<file path="config.mk">
export PLATFORM = sky130hd
export DESIGN_NAME = htqp_ctrl
export DESIGN_NICKNAME = d
export VERILOG_FILES = /design/src/htqp_pkg.sv /design/src/htqp_ctrl.sv
export SDC_FILE = /design/constraint.sdc
export NUM_CORES = 1
export LEC_CHECK = 0
export BUFFER_PORTS_ARGS = -buffer_cell sky130_fd_sc_hd__buf_2
export CORE_AREA = 2 2 39 41
export DETAILED_ROUTE_END_ITERATION = 8
export DIE_AREA = 0 0 41 43
export GPL_TIMING_DRIVEN = 0
export PLACE_DENSITY = 0.42
export SYNTH_ARGS = -nofsm -noshare
export SYNTH_HDL_FRONTEND = slang
export SYNTH_SLANG_ARGS = --single-unit
</file>
<file path="constraint.sdc">
create_clock -name clk -period 3 [get_ports clk]
set_input_delay 0.6 -clock clk [delete_from_list [all_inputs] [get_ports clk]]
set_output_delay 0.6 -clock clk [all_outputs]
set_load 0.03 [all_outputs]
</file>
<file path="src/htqp_pkg.sv">
// Package for the quadratic-probe hash table: sizes, operation, bucket and
// status codes, and the command/status structs between controller and datapath.
// No dependencies.
package htqp_pkg;

  localparam int TABLE_SIZE  = 1024;
  localparam int IDX_W       = $clog2(TABLE_SIZE);
  localparam int HALF_SIZE   = TABLE_SIZE / 2;
  localparam int KEY_WIDTH   = 32;
  localparam int VALUE_WIDTH = 32;
  localparam int HASH_W      = 32;
  localparam int COUNT_W     = IDX_W + 1;
  localparam int OUT_COUNT_W = 10;

  localparam logic [1:0] KIND_INSERT = 2'd0;
  localparam logic [1:0] KIND_LOOKUP = 2'd1;
  localparam logic [1:0] KIND_REMOVE = 2'd2;
  localparam logic [1:0] KIND_NOP    = 2'd3;

  localparam logic [1:0] BKT_EMPTY = 2'd0;
  localparam logic [1:0] BKT_USED  = 2'd1;
  localparam logic [1:0] BKT_TOMB  = 2'd2;

  localparam logic [1:0] ST_DONE = 2'd0;
  localparam logic [1:0] ST_MISS = 2'd1;
  localparam logic [1:0] ST_FULL = 2'd2;

  typedef struct packed {
    logic clear;
    logic load;
    logic probe;
    logic commit;
  } htqp_cmd_t;

  typedef struct packed {
    logic clear_last;
    logic probe_stop;
    logic op_nop;
  } htqp_sts_t;

endpackage

</file>
<file path="src/htqp_ctrl.sv">
// Controller for the quadratic-probe hash table: clear pass, accept, probe
// and commit sequencing, and the result valid flag. Uses htqp_pkg.
module htqp_ctrl import htqp_pkg::*; (
  input  logic      clk,
  input  logic      rst,
  input  logic      in_valid,
  output logic      in_stall,
  output logic      out_valid,
  input  logic      out_stall,
  output htqp_cmd_t cmd,
  input  htqp_sts_t sts
);

  typedef enum logic [3:0] {
    S_CLEAR  = 4'b0001,
    S_IDLE   = 4'b0010,
    S_PROBE  = 4'b0100,
    S_COMMIT = 4'b1000
  } state_t;

  state_t state, state_next;
  logic   out_valid_next;

  always_comb begin
    cmd        = '0;
    state_next = state;
    unique case (state)
      S_CLEAR: begin
        cmd.clear = 1'b1;
        if (sts.clear_last) state_next = S_IDLE;
      end
      S_IDLE: begin
        if (in_valid) begin
          cmd.load   = 1'b1;
          state_next = sts.op_nop ? S_COMMIT : S_PROBE;
        end
      end
      S_PROBE: begin
        cmd.probe = 1'b1;
        if (sts.probe_stop) state_next = S_COMMIT;
      end
      S_COMMIT: begin
        if (!out_valid || !out_stall) begin
          cmd.commit = 1'b1;
          state_next = S_IDLE;
        end
      end
      default: state_next = S_CLEAR;
    endcase
  end

  assign in_stall       = (state != S_IDLE);
  assign out_valid_next = cmd.commit | (out_valid & out_stall);

  always_ff @(posedge clk) begin
    if (rst) begin
      state     <= S_CLEAR;
      out_valid <= 1'b0;
    end else begin
      state     <= state_next;
      out_valid <= out_valid_next;
    end
  end

`ifndef SYNTH
  a_commit_sets_valid: assert property (@(posedge clk) disable iff (rst)
    cmd.commit |=> out_valid)
    else $error("result not flagged after commit");
  a_clear_blocks_input: assert property (@(posedge clk) disable iff (rst)
    (state == S_CLEAR) |-> in_stall)
    else $error("input taken during clear pass");
  a_stop_to_commit: assert property (@(posedge clk) disable iff (rst)
    (cmd.probe && sts.probe_stop) |=> (state == S_COMMIT))
    else $error("probe stop did not reach commit");
`endif

endmodule

</file>
Word level (Yosys, flattened, before mapping)
Cells that the tools add are included.
- logic and storage cells: 29
- bits in registers: 5
- output and inout port bits: 6
- bitwise operators: 2
- eq/ne operators: 9
- multiplexer cells: 12
- reduce and logical (&&, ||, !) cells: 4
- operators by type and width (cell ; number):
    4-bit 2-to-1 mux ; 5
    4-bit one-hot mux with 4 select lines ; 1
    2-bit inequality test (second input constant) ; 4
    1-bit 2-to-1 mux ; 6
    4-bit by 1-bit == test with 1-bit output (second input constant) ; 1
    4-bit by 2-bit == test with 1-bit output (second input constant) ; 1
    4-bit by 3-bit == test with 1-bit output (second input constant) ; 1
    4-bit == test (second input constant) ; 1
    4-bit by 2-bit inequality test with 1-bit output (second input constant) ; 1
    4-bit AND reduction ; 1
    1-bit logical NOT ; 2
    1-bit AND ; 1
    1-bit logical OR ; 1
    1-bit OR ; 1

Depth between registers and ports, before layout
Gate-level depths: netlist of the first run.
- depth after elaboration: 5
- gate-level depth with buffers: 4
- gate-level depth less buffers: 4

Worst setup path after synthesis of the first run
Ideal clock, no wire load.
- kind: reg2out
- start point: register state[1]
- end point: output port cmd[0] (netlist name)
- stages on the path, launching flop included: 3
- slack: 0.948 ns
- arrival time: 1.452 ns
- required time: 2.400 ns
- path buffers: 0
- cells stage by stage: dfxtp_1 > or4b_1 > a21oi_1
- RTL lines (what ; RTL line ; text):
    start, declared ; htqp_ctrl.sv:21 ; state_t state, state_next;
    start signal, assigned ; htqp_ctrl.sv:60 ; state <= state_next;
    end, declared ; htqp_ctrl.sv:10 ; output htqp_cmd_t cmd,

==> results of run 1 <==
[per-layer routing]
metal | part of all wire | up-vias
met5 | 0 | -
met4 | 0 | 0
met3 | 0.032 | 0
met2 | 0.48 | 6
met1 | 0.49 | 144
li1 | - | 173
[cells by family (layout without fill, tap and decap cells)]
family / after synthesis / in the layout
xor gates and xnor gates: 1 / 1
and+or+nand+nor: 17 / 17
buffers and inverters: 3 / 19
DFF: 5 / 5
AOI/OAI and AO/OA: 11 / 11
[where the power goes]
part | switching, mW | total, mW | internal (mW)
logic | 0.0794 | 0.146 | 0.0669
registers | 0.0232 | 0.104 | 0.0813
clock network | 0.0256 | 0.0758 | 0.0502
[sequential cells by signal, summed over array words and instances (netlist names)]
signal / flops
state: 4
out_valid: 1
[worst register-to-register path, cell delays in order, from the launching register on]
cell and delay, ns:
dfxtp_1 0.37, or4b_1 0.62, o22ai_2 0.19, or4_1 0.14, a21oi_1 0.05
[path summary, 6_finish.rpt]
kind              slack (ns)                     to             startpoint
setup / recovery        0.82                 cmd[0]  state[1]$_SDFFE_PP0P_
hold / removal          0.55   out_valid$_SDFF_PP0_   out_valid$_SDFF_PP0_
setup reg to reg        1.51  state[2]$_SDFFE_PP0P_  state[1]$_SDFFE_PP0P_
hold reg to reg         0.55   out_valid$_SDFF_PP0_   out_valid$_SDFF_PP0_
[cell usage in the layout (no fill, tap or decap), types with 2 or more instances in the layout]
cell      instances
buf_2            12
inv_1             3
o21ai_0           3
nand2_1           2
clkbuf_4          3
nor2_1            4
a21oi_1           4
nand3b_1          2
nor3b_1           2
dfxtp_1           5
[cell type report]
| cell class | instances | area [sq um] | share of cell area |
|---|---|---|---|
| multi-input combinational | 29 | 194 | 0.471 |
| inverter | 3 | 11.3 | 0.0274 |
| tap | 16 | 20.0 | 0.0486 |
| sequential | 5 | 100 | 0.243 |
| clock buffer | 4 | 26.3 | 0.0638 |
| timing repair buffer | 12 | 60.1 | 0.146 |
==> results.ini, run 1 <==
[status]
status=complete, no violations

[die]
die_w_um=41
dieArea_sq_um=1760
fp-row-count=14
ios=13
die_h_um=43
start_util=0.221
core_sq_um=1380

[yosys]
avgSynthCellArea_sq_um=8.25
synth-simple-area-share=0.365
yosysTopAreaCellShare=0.328
synth_top_family_by_area=simple AND/OR/NAND/NOR gates
yosysMostFrequentCell=dfxtp_1
synthCells=37
syn_area_sq_um=305
netlist_top_cells_area=dfxtp_1 33%, a21oi_1 6.6%, o21ai_0 4.9%
synth_common_cells=5 x dfxtp_1, 4 x a21oi_1, 4 x nor2_1
synthMuxAreaShare=0
yosysUniqueCellTypes=20
synthXorXnorAreaFrac=0.0287
yosys.area.top_type=dfxtp_1
synth_fa_ha_area_frac=0
synth_enable_flop_cells=0
synth-seq-cells=5
synthFlopType=dfxtp_1
syn-num-nets=44
ys_warn_count=0
synth-compound-area-share=0.242
yosysSeqAreaShare=0.328
ys_async_sr_fraction=0

[timing]
drv_slew=0
min_period_ns=2.18
period_share=0.726
finalHoldViolCount=0
setup_violations=0
worst_pin_slew_ns=0.273
final.setup.tns_ns=0
hold_ws_ns=0.546
finClkSkew_ns=0.000782
max_clock_freq_mhz=459
rsz0062_at_grt=no
timing.final.ws_setup_ns=0.822
slew-limit-headroom=0.815

[layout]
fin_area_sq_um=412
post-route-util=0.297
syn_to_final_growth_pct=34.8
fillers=160
stdcell_count=69
fin_nets=61
n_antenna_cell=0
drive_gt1_frac=0.340

[pwr]
peakVddDrop_mv=0.321
powerDensity_nw_per_um2=793
power_leakage_nw=0.176
p_total_mw=0.327

[global_route]
antenna_found_initial=0
grtUsageMet3=0.0471
use_met1=0.133
grt_max_degree=11
grt_pass1_wl_mm=1.15
grt_overflow=0
grt_busiest_layer=met1
grt_pass1_vias=274
grtUsageMet2=0.122
grt_use_total=0.102

[clock_tree]
hold_buffers=0
ctsResizeCount=0
clockBufferDepth=2
insertion_delay_ns=0.24
cts_tree=yes
cts_root_buf=clkbuf_4
h-tree-depth=1
post-cts-setup-buffers=0
clkSinkCount=5
clk_pin_slew_ns=0.04
cts_buffers=3

[critical_path]
cp_num_cells=3
worstSetupPathType=flip-flop to output pin
crit_chain=or4b_1 -> a21oi_1 -> buf_2
endpoint_kind=output pin
path_buf_inv=1
arrival_ns=1.58
crit_path_start_kind=flip-flop
crit_family=simple AND/OR/NAND/NOR gates
cp_max_fo=10
crit_path_max_incr_delay_ns=0.62
crit_slowest_cell=or4b_1
cp.required_ns=2.40
r2r_cells=4

[flow_run]
maxCapViolCount=0

[place]
placed_cell_area_sq_um=385
pre_cts_ws_ns=1.07
routabilityCongestion=0.669
placed_cells=65
port_buffers=12

[route]
route.detailed.drc=0
antenna_left=0
num_vias=323
vias_per_cell=4.68
dr.pass1.iters=2
wl_per_cell_um=9.65
drt_iter0_drc=2
wl_um=666

[hold_path]
hold_depth=2
hold_path_class=flip-flop to flip-flop

(Power assumes the default switching activity.)
==> run 2: changes to the inputs <==
--- a/config.mk
+++ b/config.mk
@@ -10,7 +10,7 @@
 export DETAILED_ROUTE_END_ITERATION = 8
 export DIE_AREA = 0 0 41 43
 export GPL_TIMING_DRIVEN = 0
-export PLACE_DENSITY = 0.42
+export PLACE_DENSITY = 0.44
 export SYNTH_ARGS = -nofsm -noshare
 export SYNTH_HDL_FRONTEND = slang
 export SYNTH_SLANG_ARGS = --single-unit
==> constraint.sdc (replaced) <==
create_clock -name clk -period 1.8 [get_ports clk]
set_input_delay 0.36 -clock clk [delete_from_list [all_inputs] [get_ports clk]]
set_output_delay 0.36 -clock clk [all_outputs]
set_load 0.03 [all_outputs]
==> results.ini, run 2 (synthesized netlist as in run 1, its figures left out) <==
[global_route]
grt_max_degree=11  ; unchanged
grtUsageMet2=0.150  ; +0.0281
grt_pass1_wl_mm=1.24  ; +7.2%
grt_pass1_vias=313  ; +14%
antenna_found_initial=0  ; unchanged
grt_use_total=0.107  ; +0.00492
grt_overflow=0  ; unchanged
use_met1=0.129  ; -0.00365
grtUsageMet3=0.0157  ; -0.0314
grt_busiest_layer=met2

[clock_tree]
cts_root_buf=clkbuf_4
hold_buffers=0  ; unchanged
clkSinkCount=5  ; unchanged
clk_pin_slew_ns=0.04  ; about the same
clockBufferDepth=2  ; unchanged
cts_buffers=3  ; unchanged
insertion_delay_ns=0.24  ; about the same
h-tree-depth=1  ; unchanged
cts_tree=yes

[timing]
period_share=0.986
timing.final.ws_setup_ns=0.0257  ; -0.797 ns
finClkSkew_ns=0.00444  ; +0.00366 ns
drv_slew=0  ; unchanged
worst_pin_slew_ns=0.252  ; -0.0216 ns
final.setup.tns_ns=0  ; unchanged
slew-limit-headroom=0.830  ; +0.0146
max_clock_freq_mhz=564
rsz0062_at_grt=yes
finalHoldViolCount=0  ; unchanged
min_period_ns=1.77
setup_violations=0  ; unchanged

[layout]
fin_nets=63  ; +3.3%
fillers=157  ; -1.9%
drive_gt1_frac=0.473  ; +0.133
final-seq-area_sq_um=108  ; +7.5%
n_antenna_cell=0  ; unchanged
mostFrequentLayoutCells=11 x buf_2, 4 x nor2_1
largest_reg_flops=4  ; unchanged
regMostFlops=state
biggestRegsByFlops=state (4), out_valid (1)
final_common_cell=buf_2
syn_to_final_growth_pct=46.7
fin_area_sq_um=448  ; +8.8%
multi_input_area_sq_um=201  ; +3.9%

[route]
drt_iter0_drc=9  ; +7
antenna_left=0  ; unchanged
vias_per_cell=4.62  ; -1.3%
wl_um=748  ; +12%
dr.pass1.iters=4  ; +2
num_vias=328  ; +1.5%
wl_per_cell_um=10.5  ; +9.1%
route.detailed.drc=0  ; unchanged

[place]
routabilityCongestion=0.666  ; -0.57%
placed_cell_area_sq_um=389  ; +0.97%
pre_cts_ws_ns=0.118  ; -0.950 ns
port_buffers=12  ; unchanged

[pwr]
power_frac_seq=0.309  ; -0.011
intPower_mw=0.356  ; +80%
peakVddDrop_mv=0.448  ; +39%
switchingPower_mw=0.225  ; +75%
powerDensity_nw_per_um2=1300  ; +63%
power_leakage_nw=0.188  ; +7.1%
p_sw_frac=0.387  ; -0.00597
comb_power_share=0.474  ; +0.026
p_clk_frac=0.217  ; -0.015

[critical_path]
endpoint_kind=output pin
cp_max_fo=6  ; -4
arrival_ns=1.41  ; -0.17 ns
cp.required_ns=1.44  ; -0.96 ns
crit_slowest_cell=or4b_4
crit_path_max_incr_delay_ns=0.55  ; -0.07 ns
startpoint=state[1]$_SDFFE_PP0P_
worstSetupPathType=flip-flop to output pin
crit_path_start_kind=flip-flop
crit_chain=or4b_4 -> a21oi_2 -> buf_6
crit_family=simple AND/OR/NAND/NOR gates
timing.rr.start=state[1]$_SDFFE_PP0P_
path_buf_inv=1  ; unchanged

[die]
die_h_um=43  ; unchanged
fp-row-count=14  ; unchanged
dieArea_sq_um=1760  ; unchanged
core_sq_um=1380  ; unchanged
die_w_um=41  ; unchanged
ios=13  ; unchanged
start_util=0.221  ; unchanged

[hold_path]
hold_path_class=input port to flip-flop
hold_path.startpoint=rst

[flow_run]
maxCapViolCount=0  ; unchanged

[status]
status=complete, no violations

## run 2: power groups by stage
stage                     logic (mW)  clock network, mW  registers (mW)
final                          0.275              0.126           0.180
after global routing           0.299              0.140           0.184
after CTS                      0.248              0.134           0.179
after detailed placement       0.247                  0           0.176
after global placement         0.249                  0           0.178
after floorplan                0.194                  0           0.166
## run 2: final timing paths
kind,endpoint,slack [ns],depth (start not counted)
worst min register to register,state[2]$_SDFFE_PP0P_,0.55,2
worst max register to register,state[2]$_SDFFE_PP0P_,0.26,5
worst min-delay path,state[2]$_SDFFE_PP0P_,0.36,2
worst max-delay path,cmd[0],0.03,3
## run 2: through the flow
stage / util / hold WS, ns / total power [mW] / instances
after CTS: 0.309 / 0.346 / 0.560 / 69
after global placement: 0.281 / 0.562 / 0.426 / 65
after floorplan: - / 0.429 / 0.361 / 37
after detailed placement: 0.281 / 0.565 / 0.422 / 65
after global routing: 0.324 / 0.380 / 0.623 / 71
final: 0.324 / 0.359 / 0.580 / 71
## run 2: per-layer routing
layer	up-vias	wire (um)
met5	-	0
li1	174	-
met2	4	398
met1	150	320
met4	0	0
met3	0	29
## run 2: area by class of cell
| class | instances | share of cell area |
|---|---|---|
| multi-input cells | 29 | 0.450 |
| inverters | 3 | 0.0251 |
| clock buffers | 4 | 0.0587 |
| flip-flops and latches | 5 | 0.240 |
| well taps | 16 | 0.0447 |
| repair buffers | 14 | 0.182 |
## run 2: what timing repair did
item | in CTS | in global routing
pin swaps | 1 | 1
resized for setup | 5 | 3
buffers inserted | 0 | 2
endpoints found under the setup margin | 2 | 2
==> run 3: changes to the inputs <==
--- a/config.mk
+++ b/config.mk
@@ -5,12 +5,13 @@
 export SDC_FILE = /design/constraint.sdc
 export NUM_CORES = 1
 export LEC_CHECK = 0
+export ABC_AREA = 1
 export BUFFER_PORTS_ARGS = -buffer_cell sky130_fd_sc_hd__buf_2
 export CORE_AREA = 2 2 39 41
 export DETAILED_ROUTE_END_ITERATION = 8
 export DIE_AREA = 0 0 41 43
 export GPL_TIMING_DRIVEN = 0
-export PLACE_DENSITY = 0.44
+export PLACE_DENSITY = 0.46
 export SYNTH_ARGS = -nofsm -noshare
 export SYNTH_HDL_FRONTEND = slang
 export SYNTH_SLANG_ARGS = --single-unit
==> results.ini, run 3 <==
[status]
status=complete, no violations

[clock_tree]
clkSinkCount=5  ; unchanged
hold_buffers=0  ; unchanged
cts_tree=yes
cts_buffers=3  ; unchanged
h-tree-depth=1  ; unchanged
post-cts-setup-buffers=0  ; unchanged
insertion_delay_ns=0.24  ; about the same
cts_root_buf=clkbuf_4
ctsResizeCount=0  ; -5
clockBufferDepth=2  ; unchanged
clk_pin_slew_ns=0.04  ; about the same

[place]
routabilityCongestion=0.676  ; +1.6%
pre_cts_ws_ns=0.352  ; +0.233 ns
dp_hpwl_um=573
port_buffers=12  ; unchanged

[critical_path]
endpoint_kind=output pin
worstSetupPathType=flip-flop to output pin
r2r-end=state[1]$_SDFFE_PP0P_
crit_path_start_kind=flip-flop
r2r_cells=7  ; +2
r2r_slack_ns=0.67  ; +0.41 ns
crit_path_max_incr_delay_ns=0.35  ; -0.20 ns
cp.required_ns=1.44  ; about the same
crit_slowest_cell=dfxtp_2
arrival_ns=1.26  ; -0.15 ns
timing.rr.start=state[2]$_SDFFE_PP0P_
crit_chain=inv_1 -> nor2_1 -> and2_1 -> inv_1 -> nor2_1 -> clkbuf_4
cp_max_fo=4  ; -2

[timing]
slew-limit-headroom=0.847  ; +0.0171
rsz0062_at_grt=no
worst_pin_slew_ns=0.229  ; -0.0226 ns
drv_slew=0  ; unchanged
finalHoldViolCount=0  ; unchanged
period_share=0.901  ; -0.0845
timing.final.ws_setup_ns=0.178  ; +0.152 ns
max_clock_freq_mhz=616  ; +9.4%
final.setup.tns_ns=0  ; unchanged
min_period_ns=1.62  ; -0.152 ns
finClkSkew_ns=0.00154  ; -0.00290 ns
setup_violations=0  ; unchanged

[die]
die_h_um=43  ; unchanged
core_sq_um=1380  ; unchanged
dieArea_sq_um=1760  ; unchanged
fp-row-count=14  ; unchanged
start_util=0.238  ; +0.0172
die_w_um=41  ; unchanged
ios=13  ; unchanged

[yosys]
ys_warn_count=0  ; unchanged
yosysUniqueCellTypes=13  ; -35%
netlist_top_cells_area=dfxtp_1 30%, inv_1 15%, nor2_1 15%
avgSynthCellArea_sq_um=5.88  ; -29%
synthFlopType=dfxtp_1
synth_common_cells=13 x inv_1, 13 x nor2_1, 10 x nand2_1
ys_async_sr_fraction=0  ; unchanged
yosysSeqAreaShare=0.304  ; -0.0237
synthCells=56  ; +51%
synth-seq-cells=5  ; unchanged
yosysTopAreaCellShare=0.304  ; -0.0237
yosys.area.top_type=dfxtp_1
synth_enable_flop_cells=0  ; unchanged
syn_area_sq_um=329  ; +7.8%
syn-num-nets=63  ; +43%

[layout]
drive_gt1_frac=0.319  ; -0.153
fin_nets=80  ; +27%
largest_reg_flops=4  ; unchanged
syn_to_final_growth_pct=34.2
multi_input_area_sq_um=183  ; -9.3%
regMostFlops=state
n_antenna_cell=0  ; unchanged
biggestRegsByFlops=state (4), out_valid (1)
mostFrequentLayoutCells=13 x inv_1, 12 x nor2_1, 11 x buf_2
fillers=175  ; +11%
final-seq-area_sq_um=101  ; -5.8%
final_common_cell=inv_1

[global_route]
grt_pass1_wl_mm=1.12  ; -9.0%
grt_pass1_vias=290  ; -7.3%
grt_use_total=0.0984  ; -0.00814
antenna_found_initial=0  ; unchanged
grt_overflow=0  ; unchanged
grt_max_degree=7  ; -4

[route]
num_vias=350  ; +6.7%
route.detailed.drc=0  ; unchanged
drt_iter0_drc=1  ; -8
wl_um=674  ; -9.9%
dr.pass1.iters=3  ; -1
antenna_left=0  ; unchanged
vias_per_cell=3.98  ; -14%
wl_per_cell_um=7.66  ; -27%

[hold_path]
hold_path_class=input port to flip-flop
holdPathEnd=out_valid$_SDFF_PP0_
hold_depth=2  ; unchanged
hold_path.startpoint=rst

[pwr]
p_total_mw=0.699  ; +20%
power_leakage_nw=0.264  ; +40%
peakVddDrop_mv=0.392  ; -13%
powerDensity_nw_per_um2=1580  ; +22%

[flow_run]
maxCapViolCount=0  ; unchanged

[run 3: per-stage QoR]
stage	cell area (sq um)	std cells	hold slack, ns	util
6_report	442	88	0.293	0.319
4_1_cts	435	88	0.279	0.315
3_5_place_dp	409	84	0.478	0.296
2_1_floorplan	329	56	0.429	-
3_3_place_gp	409	84	0.484	0.296
5_1_grt	442	88	0.300	0.319
[run 3: area by class of cell]
cell class / instances / share of cell area
sequential: 5 / 0.229
inverter: 13 / 0.110
multi-input combinational: 38 / 0.414
timing repair buffer: 12 / 0.142
tap: 16 / 0.0453
clock buffer: 4 / 0.0595
[run 3: worst max-delay path by stage]
stage / to / cells past startpoint / from
CTS: cmd[0] / 5 / state[1]$_SDFFE_PP0P_
global placement: cmd[0] / 5 / state[1]$_SDFFE_PP0P_
global route: cmd[0] / 6 / state[3]$_SDFFE_PP0P_
finish: cmd[0] / 6 / state[3]$_SDFFE_PP0P_
floorplan: cmd[0] / 4 / state[0]$_SDFFE_PP1P_
detailed placement: cmd[0] / 5 / state[1]$_SDFFE_PP0P_
[run 3: cell families after synthesis]
group	after synthesis	synth area share
flops	5	0.304
simple gates	36	0.517
buf+inv	13	0.148
compound gates	2	0.0304
[run 3: routing by layer]
metal | vias to the layer above | routed length [um] | track usage
met5 | - | 0 | 0
met4 | 0 | 9 | 0.120
met3 | 2 | 56 | 0.0157
met2 | 11 | 279 | 0.119
met1 | 140 | 329 | 0.125
li1 | 197 | - | -
[run 3: report_power, final]
part,leakage [nW],internal [mW],switching [mW]
Combinational,0.208,0.128,0.247
Clock,0.0150,0.0837,0.0443
Sequential,0.0415,0.152,0.0434
Total,0.264,0.364,0.335
[run 3: worst max-delay path, delay by kind of cell, from the launching register on]
kind	cells	cell delay, ns
buf+inv	3	0.29
flops	1	0.35
simple gates	3	0.39
